File: config.mk
export PLATFORM = sky130hd
export DESIGN_NAME = bffa_ctrl
export DESIGN_NICKNAME = d
export VERILOG_FILES = /design/src/design/bffa_pkg.sv /design/src/design/bffa_ctrl.sv
export SDC_FILE = /design/constraint.sdc
export NUM_CORES = 1
export LEC_CHECK = 0
export ABC_CLOCK_PERIOD_IN_PS = 1100
export BUFFER_PORTS_ARGS = -buffer_cell sky130_fd_sc_hd__buf_4
export CELL_PAD_IN_SITES_DETAIL_PLACEMENT = 0
export CELL_PAD_IN_SITES_GLOBAL_PLACEMENT = 1
export CORE_MARGIN = 4
export CORE_UTILIZATION = 23
export DETAILED_ROUTE_END_ITERATION = 7
export PLACE_DENSITY_LB_ADDON = 0.15
export SLEW_MARGIN = 20
export SYNTH_ARGS = -nofsm -noshare
export SYNTH_HDL_FRONTEND = slang
export SYNTH_SLANG_ARGS = --single-unit
File: constraint.sdc
create_clock -name i_clk -period 1.1 [get_ports i_clk]
set_input_delay 0.11 -clock i_clk [delete_from_list [all_inputs] [get_ports i_clk]]
set_output_delay 0.11 -clock i_clk [all_outputs]
set_load 0.1 [all_outputs]
File: src/design/bffa_pkg.sv
// Shared types, codes and helper functions of the bitmap first-free allocator.
package bffa_pkg;

    localparam logic [1:0] KIND_LOAD  = 2'd0;
    localparam logic [1:0] KIND_ALLOC = 2'd1;
    localparam logic [1:0] KIND_READ  = 2'd2;

    localparam logic CFG_BYTES = 1'b0;
    localparam logic CFG_LIMIT = 1'b1;

    localparam int CFG_W         = 14;
    localparam int BYTES_W       = 11;
    localparam int LIMIT_W       = 14;
    localparam int IDX_W         = 13;
    localparam int LANES         = 16;
    localparam int WORD_W        = 128;
    localparam int IDX_FIELD_LIM = 8192;

    localparam logic [BYTES_W-1:0] BYTES_RESET = 11'd1024;
    localparam logic [LIMIT_W-1:0] LIMIT_RESET = 14'd614;

    typedef logic [WORD_W-1:0] t_word;

    typedef struct packed {
        logic [1:0] kind;
        logic [9:0] byte_index;
        logic [7:0] byte_value;
    } t_in;

    typedef struct packed {
        logic             status;
        logic [IDX_W-1:0] alloc_index;
        logic [7:0]       read_value;
    } t_out;

    typedef struct packed {
        logic clr_wr;
        logic take;
        logic load_wr;
        logic rd_issue;
        logic scan_start;
        logic scan_step;
        logic alwr;
        logic res_load;
    } t_ctrl;

    typedef struct packed {
        logic       clr_done;
        logic [1:0] kind;
        logic       span_zero;
        logic       decided;
        logic       found_ok;
        logic       out_free;
    } t_stat;

    function automatic logic [2:0] first_clear(input logic [7:0] b);
        logic [2:0] r;
        r = '0;
        for (int i = 7; i >= 0; i--) begin
            if (!b[i]) begin
                r = 3'(i);
            end
        end
        return r;
    endfunction

endpackage

File: src/design/bffa_ctrl.sv
// Controller state machine of the bitmap first-free allocator.
module bffa_ctrl (
    input  logic             i_clk,
    input  logic             i_rst_n,
    input  logic             i_valid,
    output logic             o_stall,
    input  bffa_pkg::t_stat  i_stat,
    output bffa_pkg::t_ctrl  o_cmd
);

    localparam logic [2:0] ST_CLEAR = 3'd0;
    localparam logic [2:0] ST_IDLE  = 3'd1;
    localparam logic [2:0] ST_EXEC  = 3'd2;
    localparam logic [2:0] ST_SCAN  = 3'd3;
    localparam logic [2:0] ST_ALWR  = 3'd4;
    localparam logic [2:0] ST_FIN   = 3'd5;

    logic [2:0] r_state;
    logic [2:0] n_state;

    always_ff @(posedge i_clk) begin
        if (!i_rst_n) begin
            r_state <= ST_CLEAR;
        end else begin
            r_state <= n_state;
        end
    end

    always_comb begin
        n_state = r_state;
        o_cmd   = '0;
        unique case (r_state)
            ST_CLEAR: begin
                o_cmd.clr_wr = 1'b1;
                if (i_stat.clr_done) begin
                    n_state = ST_IDLE;
                end
            end
            ST_IDLE: begin
                if (i_valid) begin
                    o_cmd.take = 1'b1;
                    n_state    = ST_EXEC;
                end
            end
            ST_EXEC: begin
                unique case (i_stat.kind)
                    bffa_pkg::KIND_LOAD: begin
                        o_cmd.load_wr = 1'b1;
                        n_state       = ST_FIN;
                    end
                    bffa_pkg::KIND_ALLOC: begin
                        o_cmd.scan_start = 1'b1;
                        n_state          = i_stat.span_zero ? ST_FIN : ST_SCAN;
                    end
                    bffa_pkg::KIND_READ: begin
                        o_cmd.rd_issue = 1'b1;
                        n_state        = ST_FIN;
                    end
                    default: begin
                        n_state = ST_FIN;
                    end
                endcase
            end
            ST_SCAN: begin
                o_cmd.scan_step = 1'b1;
                if (i_stat.decided) begin
                    n_state = i_stat.found_ok ? ST_ALWR : ST_FIN;
                end
            end
            ST_ALWR: begin
                o_cmd.alwr = 1'b1;
                n_state    = ST_FIN;
            end
            ST_FIN: begin
                if (i_stat.out_free) begin
                    o_cmd.res_load = 1'b1;
                    n_state        = ST_IDLE;
                end
            end
            default: begin
                n_state = ST_CLEAR;
            end
        endcase
    end

    assign o_stall = (r_state != ST_IDLE);

endmodule

==> results of run 1 <==
## timing repair
action | in CTS | in global routing
pin swaps | 7 | 7
endpoints found under the setup margin | 12 | 12
setup buffers | 1 | 2
endpoints found under the hold margin | 0 | 0
resized for setup | 36 | 13
## Yosys cell counts
cell	instances
or2_1	1
buf_4	2
buf_6	1
nand3b_1	1
and4b_1	1
o221ai_1	1
a21boi_1	2
nand2b_1	3
o22ai_1	1
nor2b_1	1
dfxtp_1	3
nor4b_2	1
o21ai_1	1
nor3_1	2
nand2_1	5
a21oi_1	3
o211ai_1	1
nor2_1	6
o21a_1	1
and2_1	2
nor4b_4	1
mux2_2	1
inv_1	2
## placed cells by master (no fill, tap or decap), drive strengths merged, types with 2 or more instances in the layout
cell	instances
nor2	6
inv	2
nor4b	2
nand2	5
nor3	2
a21oi	3
nand2b	3
dfxtp	3
and2	2
clkbuf	4
a21boi	2
buf	31
## kinds of logic (layout without fill, tap and decap cells)
logic type | Yosys count | after routing | share of synthesized area [%]
compound gates | 10 | 10 | 20.2
buf+inv | 5 | 37 | 10.5
flops | 3 | 3 | 18.7
mux | 1 | 1 | 3.50
simple gates | 24 | 24 | 47.1
## where the power goes
| group | internal (W) | switching [W] | leakage, nW |
|---|---|---|---|
| combinational | 0.000309 | 0.000372 | 0.305 |
| sequential | 0.000124 | 0.0000345 | 0.0267 |
| clock | 0.000136 | 0.0000530 | 0.0150 |
| total | 0.000569 | 0.000460 | 0.347 |
## cell type report
type	count	share of cell area, %
clock buffers	4	3.10
inverters	2	1.18
multi-input cells	35	42.6
flip-flops and latches	3	8.41
well taps	15	2.21
repair buffers	31	42.5
## how the worst max path moves through the flow
stage                                 start  endpoint  cells past startpoint
floorplan           r_state[2]$_SDFFE_PN0P_  o_cmd[6]                      4
finish              r_state[0]$_SDFFE_PN0P_  o_cmd[5]                      3
CTS                 r_state[0]$_SDFFE_PN0P_  o_cmd[5]                      3
global route        r_state[0]$_SDFFE_PN0P_  o_cmd[5]                      3
detailed placement  r_state[2]$_SDFFE_PN0P_  o_cmd[6]                      4
global placement    r_state[2]$_SDFFE_PN0P_  o_cmd[6]                      4
## stage by stage
step                      util (%)  power (W)
final                         65.2    0.00103
after global routing          65.2    0.00108
after CTS                     58.8   0.000976
after detailed placement      45.5   0.000668
after global placement        45.5   0.000667
after floorplan                  -   0.000536
## metal layers
layer | routed length (um) | track usage (%) | vias up
met3 | 52 | 1.58 | 0
met2 | 615 | 21.2 | 9
met1 | 389 | 13.1 | 197
li1 | - | - | 212
met4 | 0 | 5.26 | 0
met5 | 0 | 0 | -
==> flow_summary.ini, run 1 <==
[outcome]
status = finished, violations left
violations = negative setup slack

[synthesis]
synth_area_leaders = dfxtp_1 (19%), nor4b_4 (7.4%), nor2_1 (7.0%), nand2_1 (5.8%), nand2b_1 (5.8%)
avgSynthCellArea_um2 = 7.48
yosysSeqAreaShare_pct = 18.7
synth.top_cell.area_share_pct = 18.7
synth_seq_cells = 3
syn-num-nets = 53
syn_inst = 43
ys_types = 23
yosys_warnings = 0
synth.largest_area_cell = dfxtp_1
syn-cell-area_um2 = 322

[setup_path]
path_class = flop to output pin
critPathMaxStageDelay_ns = 0.37
endpoint_kind = output pin
worst-path-max-fanout = 8
crit_chain = nor4b_4, nor2b_4, buf_12
cp.arrival_ns = 1.29
critPathLaunchType = flop
r2r_cells = 5
r2r_setup_slack_ns = -0.03
r2r-start = r_state[1]$_SDFFE_PN0P_
cpMaxStageDelayCell = dfxtp_4
critical_path_required_ns = 0.99
critPathTopFamily = simple AND/OR/NAND/NOR gates
timing.rr.end = r_state[1]$_SDFFE_PN0P_
critical_path_buf_inv_count = 1

[route]
drt_wl_total_um = 1060
drt_iter0_drc = 2
drc = 0
antenna_left = 0
wl_per_cell_um = 11.8
vias = 418
vias_per_cell = 4.64
drt-pass1-iter-count = 2

[clocking]
h-tree-depth = 1
insertion_delay_ns = 0.23
cts_sinks = 3
clk_pin_slew_ns = 0.04
clockBufferDepth = 2
cts_buffers = 3
hold_buffers = 0
root_buffer = clkbuf_4
cts_tree = built

[finish]
regMostFlops = r_state
fin_nets = 86
stdcell_area_um2 = 848
regArea_um2 = 71.3
reg_top3 = r_state (3)
antenna_cells = 0
final_cells = 90
n_fill_cell = 114
largest_reg_flops = 3
drive_gt1_share_pct = 81.3
syn_to_final_growth_pct = 164
multiInputGateArea_um2 = 362

[worst_hold_path]
min_to = r_state[2]$_SDFFE_PN0P_
hp-start = i_rst_n
hold_path_depth = 2
hold_class = input port to flop

[timing]
rsz0062_at_grt = true
whs_ns = 0.107
relSlewSlack_pct = 84.1
max_freq_mhz = 714
min_period_ns = 1.40
final_max_slew_viol_count = 0
setup_ws_ns = -0.301
setup_viol = 11
fin_tns_setup_ns = -1.93
tightest_slew_ns = 0.237
fin_skew_ns = 0.00124
min_period_over_period_pct = 127
final-hold-violation-count = 0

[placement]
port-buffer-count = 18
dp_slack_ns = -0.178
placed_cell_area_um2 = 592
hpwlAfterDp_um = 768
gp_congestion = 0.649
dpl.cell_count = 83

[floorplanning]
die_area_um2 = 2060
io_pins = 19
initial_core_util_pct = 24.7
core_area_um2 = 1300
rows = 13
die_w_um = 45.4
die_height_um = 45.4

[global_routing]
grt_overflow = 0
antenna_found_initial = 0
grt_use_total_pct = 11.6
grt_pass1_vias = 417
grt_max_degree = 9
grt_pass1_wl_um = 1750

[power]
ir_drop_uv = 701
p_leak_nw = 0.347
power_density_nw_per_um2 = 1210

[flow_run]
drv_cap = 0
No activity file was read; power rests on OpenSTA's default activity.
==> run 2, diff against run 1 <==
--- a/config.mk
+++ b/config.mk
@@ -11,3 +11,2 @@
 export CELL_PAD_IN_SITES_GLOBAL_PLACEMENT = 1
-export CORE_MARGIN = 4
 export CORE_UTILIZATION = 23
--- a/constraint.sdc
+++ b/constraint.sdc
@@ -3,2 +3,2 @@
 set_output_delay 0.11 -clock i_clk [all_outputs]
-set_load 0.1 [all_outputs]
+set_load 0.01 [all_outputs]
==> flow_summary.ini, run 2 (synthesis gave the netlist of run 1 again) <==
[outcome]
status = finished, violations left
violations = negative setup slack

[global_routing]
antenna_found_initial = 0
grt_max_degree = 9
grt_pass1_wl_um = 1300
grt_overflow = 0
grt_pass1_vias = 312
grt_use_total_pct = 12.4

[setup_path]
worst-path-max-fanout = 7
critPathMaxStageDelay_ns = 0.35
critical_path_required_ns = 0.99
crit_chain = buf_4, nor2_2, and4b_1, buf_4
worst_path_most_repeated_cell = buf_4
cp.arrival_ns = 1.16
endpoint_kind = output pin
critPathLaunchType = flop
path_class = flop to output pin
cpMaxStageDelayCell = dfxtp_4

[floorplanning]
die_height_um = 39.4
io_pins = 19
rows = 13
initial_core_util_pct = 24.7
core_area_um2 = 1300
die_w_um = 39.4
die_area_um2 = 1550

[timing]
tightest_slew_ns = 0.232
fin_skew_ns = 0.00114
setup_viol = 10
min_period_over_period_pct = 116
relSlewSlack_pct = 84.5
max_freq_mhz = 785
final_max_slew_viol_count = 0
fin_tns_setup_ns = -1.06
final-hold-violation-count = 0
setup_ws_ns = -0.174
min_period_ns = 1.27
rsz0062_at_grt = true

[clocking]
hold_buffers = 0
clk_pin_slew_ns = 0.04
cts_buffers = 3
h-tree-depth = 1
cts_sinks = 3
root_buffer = clkbuf_4
cts_tree = built
insertion_delay_ns = 0.23
clockBufferDepth = 2

[finish]
layout_commonest_cell = buf_4
regMostFlops = r_state
fin_nets = 83
largest_reg_flops = 3
syn_to_final_growth_pct = 84.4
post-route-util_pct = 45.6
n_fill_cell = 135
drive_gt1_share_pct = 61.1
final_cells = 87
antenna_cells = 0
regArea_um2 = 68.8
reg_top3 = r_state (3)
final_cell_mix = buf_4 (27), nand2_1 (5)
multiInputGateArea_um2 = 258

[placement]
gp_congestion = 0.706
hpwlAfterDp_um = 640
port-buffer-count = 18
dpl.cell_count = 78

[route]
wl_per_cell_um = 9.84
vias_per_cell = 4.54
drt-pass1-iter-count = 4
drc = 0
antenna_left = 0
drt_wl_total_um = 856
drt_iter0_drc = 2
vias = 395

[flow_run]
drv_cap = 0

[power]
power_density_nw_per_um2 = 1090
ir_drop_uv = 525
p_leak_nw = 0.270

[worst_hold_path]
hold_class = input port to flop
[run 2: changes by cell type in the layout (fill, tap and decap cells not counted), sizes merged]
cell and change:
buf -3
[run 2: metal layers]
layer,track usage [%],share of wire [%]
met5,0,0
met4,5.17,0
met3,1.70,6.3
met2,19.6,50
met1,16.6,44
[run 2: layout make-up]
type,instances,area share (%)
Clock buffer,4,4.43
Sequential cell,3,11.6
Multi-Input combinational cell,35,43.5
Inverter,2,1.27
Tap cell,15,3.16
Timing Repair Buffer,28,36.1
[run 2: worst max-delay path: cells and delay by family, from the launching register on]
kind | cells | cell delay (ns)
AND/OR/NAND/NOR | 2 | 0.29
buffers and inverters | 2 | 0.28
flip-flops | 1 | 0.35
[run 2: report_power, final]
part | total [W] | switching [W] | leakage (nW) | internal (W)
registers | 0.000156 | 0.0000311 | 0.0264 | 0.000125
logic | 0.000300 | 0.000118 | 0.229 | 0.000181
clock network | 0.000192 | 0.0000565 | 0.0150 | 0.000136
total | 0.000648 | 0.000206 | 0.270 | 0.000442
[run 2: timing repair]
action / in CTS / in global routing
resized for setup: 12 / 0
setup buffers: 3 / 2
endpoints found under the setup margin: 11 / 12
pin swaps: 3 / 2
[run 2: path summary, 6_finish.rpt]
kind | from | to | slack, ns | cells past startpoint
worst max-delay path | r_state[2]$_SDFFE_PN0P_ | o_cmd[4] | -0.17 | 4
worst min-delay path | i_rst_n | r_state[2]$_SDFFE_PN0P_ | 0.1 | 2
worst max register to register | r_state[2]$_SDFFE_PN0P_ | r_state[0]$_SDFFE_PN0P_ | -0.03 | 5
worst min register to register | r_state[2]$_SDFFE_PN0P_ | r_state[2]$_SDFFE_PN0P_ | 0.63 | 2
[run 2: metrics by stage]
step           cell area, um^2  hold slack, ns  setup slack (ns)  total power [W]
2_1_floorplan              324           0.228            0.0126         0.000283
3_3_place_gp               489           0.331            -0.115         0.000389
3_5_place_dp               489           0.337           -0.0811         0.000386
4_1_cts                    578          0.0901            -0.200         0.000642
5_1_grt                    593           0.112            -0.226         0.000699
6_report                   593          0.0972            -0.174         0.000648
==> run 3, diff against run 2 <==
--- a/config.mk
+++ b/config.mk
@@ -8,7 +8,8 @@
 export ABC_CLOCK_PERIOD_IN_PS = 1100
-export BUFFER_PORTS_ARGS = -buffer_cell sky130_fd_sc_hd__buf_4
 export CELL_PAD_IN_SITES_DETAIL_PLACEMENT = 0
 export CELL_PAD_IN_SITES_GLOBAL_PLACEMENT = 1
-export CORE_UTILIZATION = 23
+export CORE_AREA = 2 2 39 41
 export DETAILED_ROUTE_END_ITERATION = 7
+export DIE_AREA = 0 0 41 43
+export DONT_BUFFER_PORTS = 1
 export PLACE_DENSITY_LB_ADDON = 0.15
==> constraint.sdc (replaced) <==
create_clock -name i_clk -period 1.1 [get_ports i_clk]
set_input_delay 0.165 -clock i_clk [delete_from_list [all_inputs] [get_ports i_clk]]
set_output_delay 0.165 -clock i_clk [all_outputs]
set_load 0.01 [all_outputs]
==> flow_summary.ini, run 3 (synthesis gave the netlist of run 1 again) <==
[route]
drc = 0
antenna_left = 0
wl_met3_um = 91
met1Wirelength_um = 362
drt_iter0_drc = 2
vias_per_cell = 4.76
drt_wl_total_um = 869
vias = 338
highest_layer = met3
wl_per_cell_um = 12.2
route.met2.wl_um = 415
drt-pass1-iter-count = 3

[floorplanning]
core_area_um2 = 1380
die_height_um = 43
die_area_um2 = 1760
initial_core_util_pct = 23.2
io_pins = 19
rows = 14
die_w_um = 41

[power]
p_total_w = 0.000646
p_leak_nw = 0.206
intPower_w = 0.000425
switching_power_w = 0.000222
p_seq_share_pct = 23.3
ir_drop_uv = 776
clkPwrFrac_pct = 28.9
swShare_pct = 34.3
combinationalPowerShare_pct = 47.8
power_density_nw_per_um2 = 1160

[finish]
regMostFlops = r_state
antenna_cells = 0
largest_reg_flops = 3
layout_commonest_cell = buf_4
reg_top3 = r_state (3)
post-route-util_pct = 40.1
drive_gt1_share_pct = 67.3
fin_nets = 66
n_fill_cell = 149
syn_to_final_growth_pct = 72.8
multiInputGateArea_um2 = 333
stdcell_area_um2 = 556
regArea_um2 = 71.3
final_cell_mix = buf_4 (7), nor2_4 (5), nand2_1 (4), buf_6 (4)

[setup_path]
critical_path_required_ns = 0.94
cp.arrival_ns = 1.11
worst-path-max-fanout = 6
endpoint_kind = output pin
critPathLaunchType = flop
r2r_setup_slack_ns = -0.07
path_class = flop to output pin

[timing]
tightest_slew_ns = 0.248
fin_skew_ns = 0.00117
fin_tns_setup_ns = -1.02
final-hold-violation-count = 0
min_period_ns = 1.28
relSlewSlack_pct = 83.4
min_period_over_period_pct = 116
whs_ns = 0.0523
setup_viol = 10
max_freq_mhz = 782
rsz0062_at_grt = true
setup_ws_ns = -0.179
final_max_slew_viol_count = 0

[outcome]
violations = negative setup slack
status = finished, violations left

[global_routing]
grt_max_degree = 8
grt_pass1_vias = 345
grt_use_total_pct = 11.9
grt_overflow = 0
grt_pass1_wl_um = 1390
antenna_found_initial = 0

[clocking]
cts_sinks = 3
root_buffer = clkbuf_4
cts_tree = built
insertion_delay_ns = 0.23
clockBufferDepth = 2
clk_pin_slew_ns = 0.03
cts_buffers = 3
h-tree-depth = 1

[placement]
placed_cell_area_um2 = 373
port-buffer-count = 0
gp_congestion = 0.718
hpwlAfterDp_um = 680

[flow_run]
drv_cap = 0

[worst_hold_path]
hold_class = input port to flop
run 3: timing repair:
| action | 4_1_cts | 5_1_grt |
|---|---|---|
| gates resized for setup | 21 | 9 |
| endpoints found under the hold margin | 0 | 0 |
| setup buffers | 4 | 2 |
| hold buffers | 0 | 0 |
| setup endpoints to repair | 11 | 11 |
| pin swaps | 9 | 5 |
run 3: path summary, 6_finish.rpt:
check,cells past startpoint,from,endpoint
setup / recovery,2,r_state[0]$_SDFFE_PN0P_,o_cmd[5]
hold / removal,1,i_rst_n,r_state[2]$_SDFFE_PN0P_
setup reg to reg,5,r_state[1]$_SDFFE_PN0P_,r_state[0]$_SDFFE_PN0P_
hold reg to reg,3,r_state[2]$_SDFFE_PN0P_,r_state[1]$_SDFFE_PN0P_
run 3: area by class of cell:
type / instances / area share, %
tap: 16 / 3.60
sequential: 3 / 12.8
inverter: 2 / 1.35
timing repair buffer: 11 / 17.6
multi-input combinational: 35 / 59.9
clock buffer: 4 / 4.73
run 3: metal layers:
| metal | track usage, % | up-vias |
|---|---|---|
| met5 | 0 | - |
| met4 | 4.00 | 0 |
| met3 | 6.81 | 0 |
| met2 | 16.9 | 13 |
| met1 | 14.7 | 151 |
| li1 | - | 174 |
run 3: critical path, cell delays in order (launching register included):
cell and delay (ns):
dfxtp_4 0.37, nor4b_4 0.30, nor2b_4 0.22
run 3: power by group through the flow:
stage	Sequential [W]	Combinational, W	Clock [W]
finish	0.000150	0.000309	0.000187
global route	0.000153	0.000334	0.000218
CTS	0.000151	0.000250	0.000199
detailed placement	0.000150	0.000194	0
global placement	0.000149	0.000194	0
floorplan	0.000138	0.000169	0
run 3: per-stage QoR:
step / instances / setup slack [ns]
3_3_place_gp: 61 / -0.0470
2_1_floorplan: 43 / -0.00632
5_1_grt: 71 / -0.270
4_1_cts: 69 / -0.201
3_5_place_dp: 61 / -0.0513
6_report: 71 / -0.179
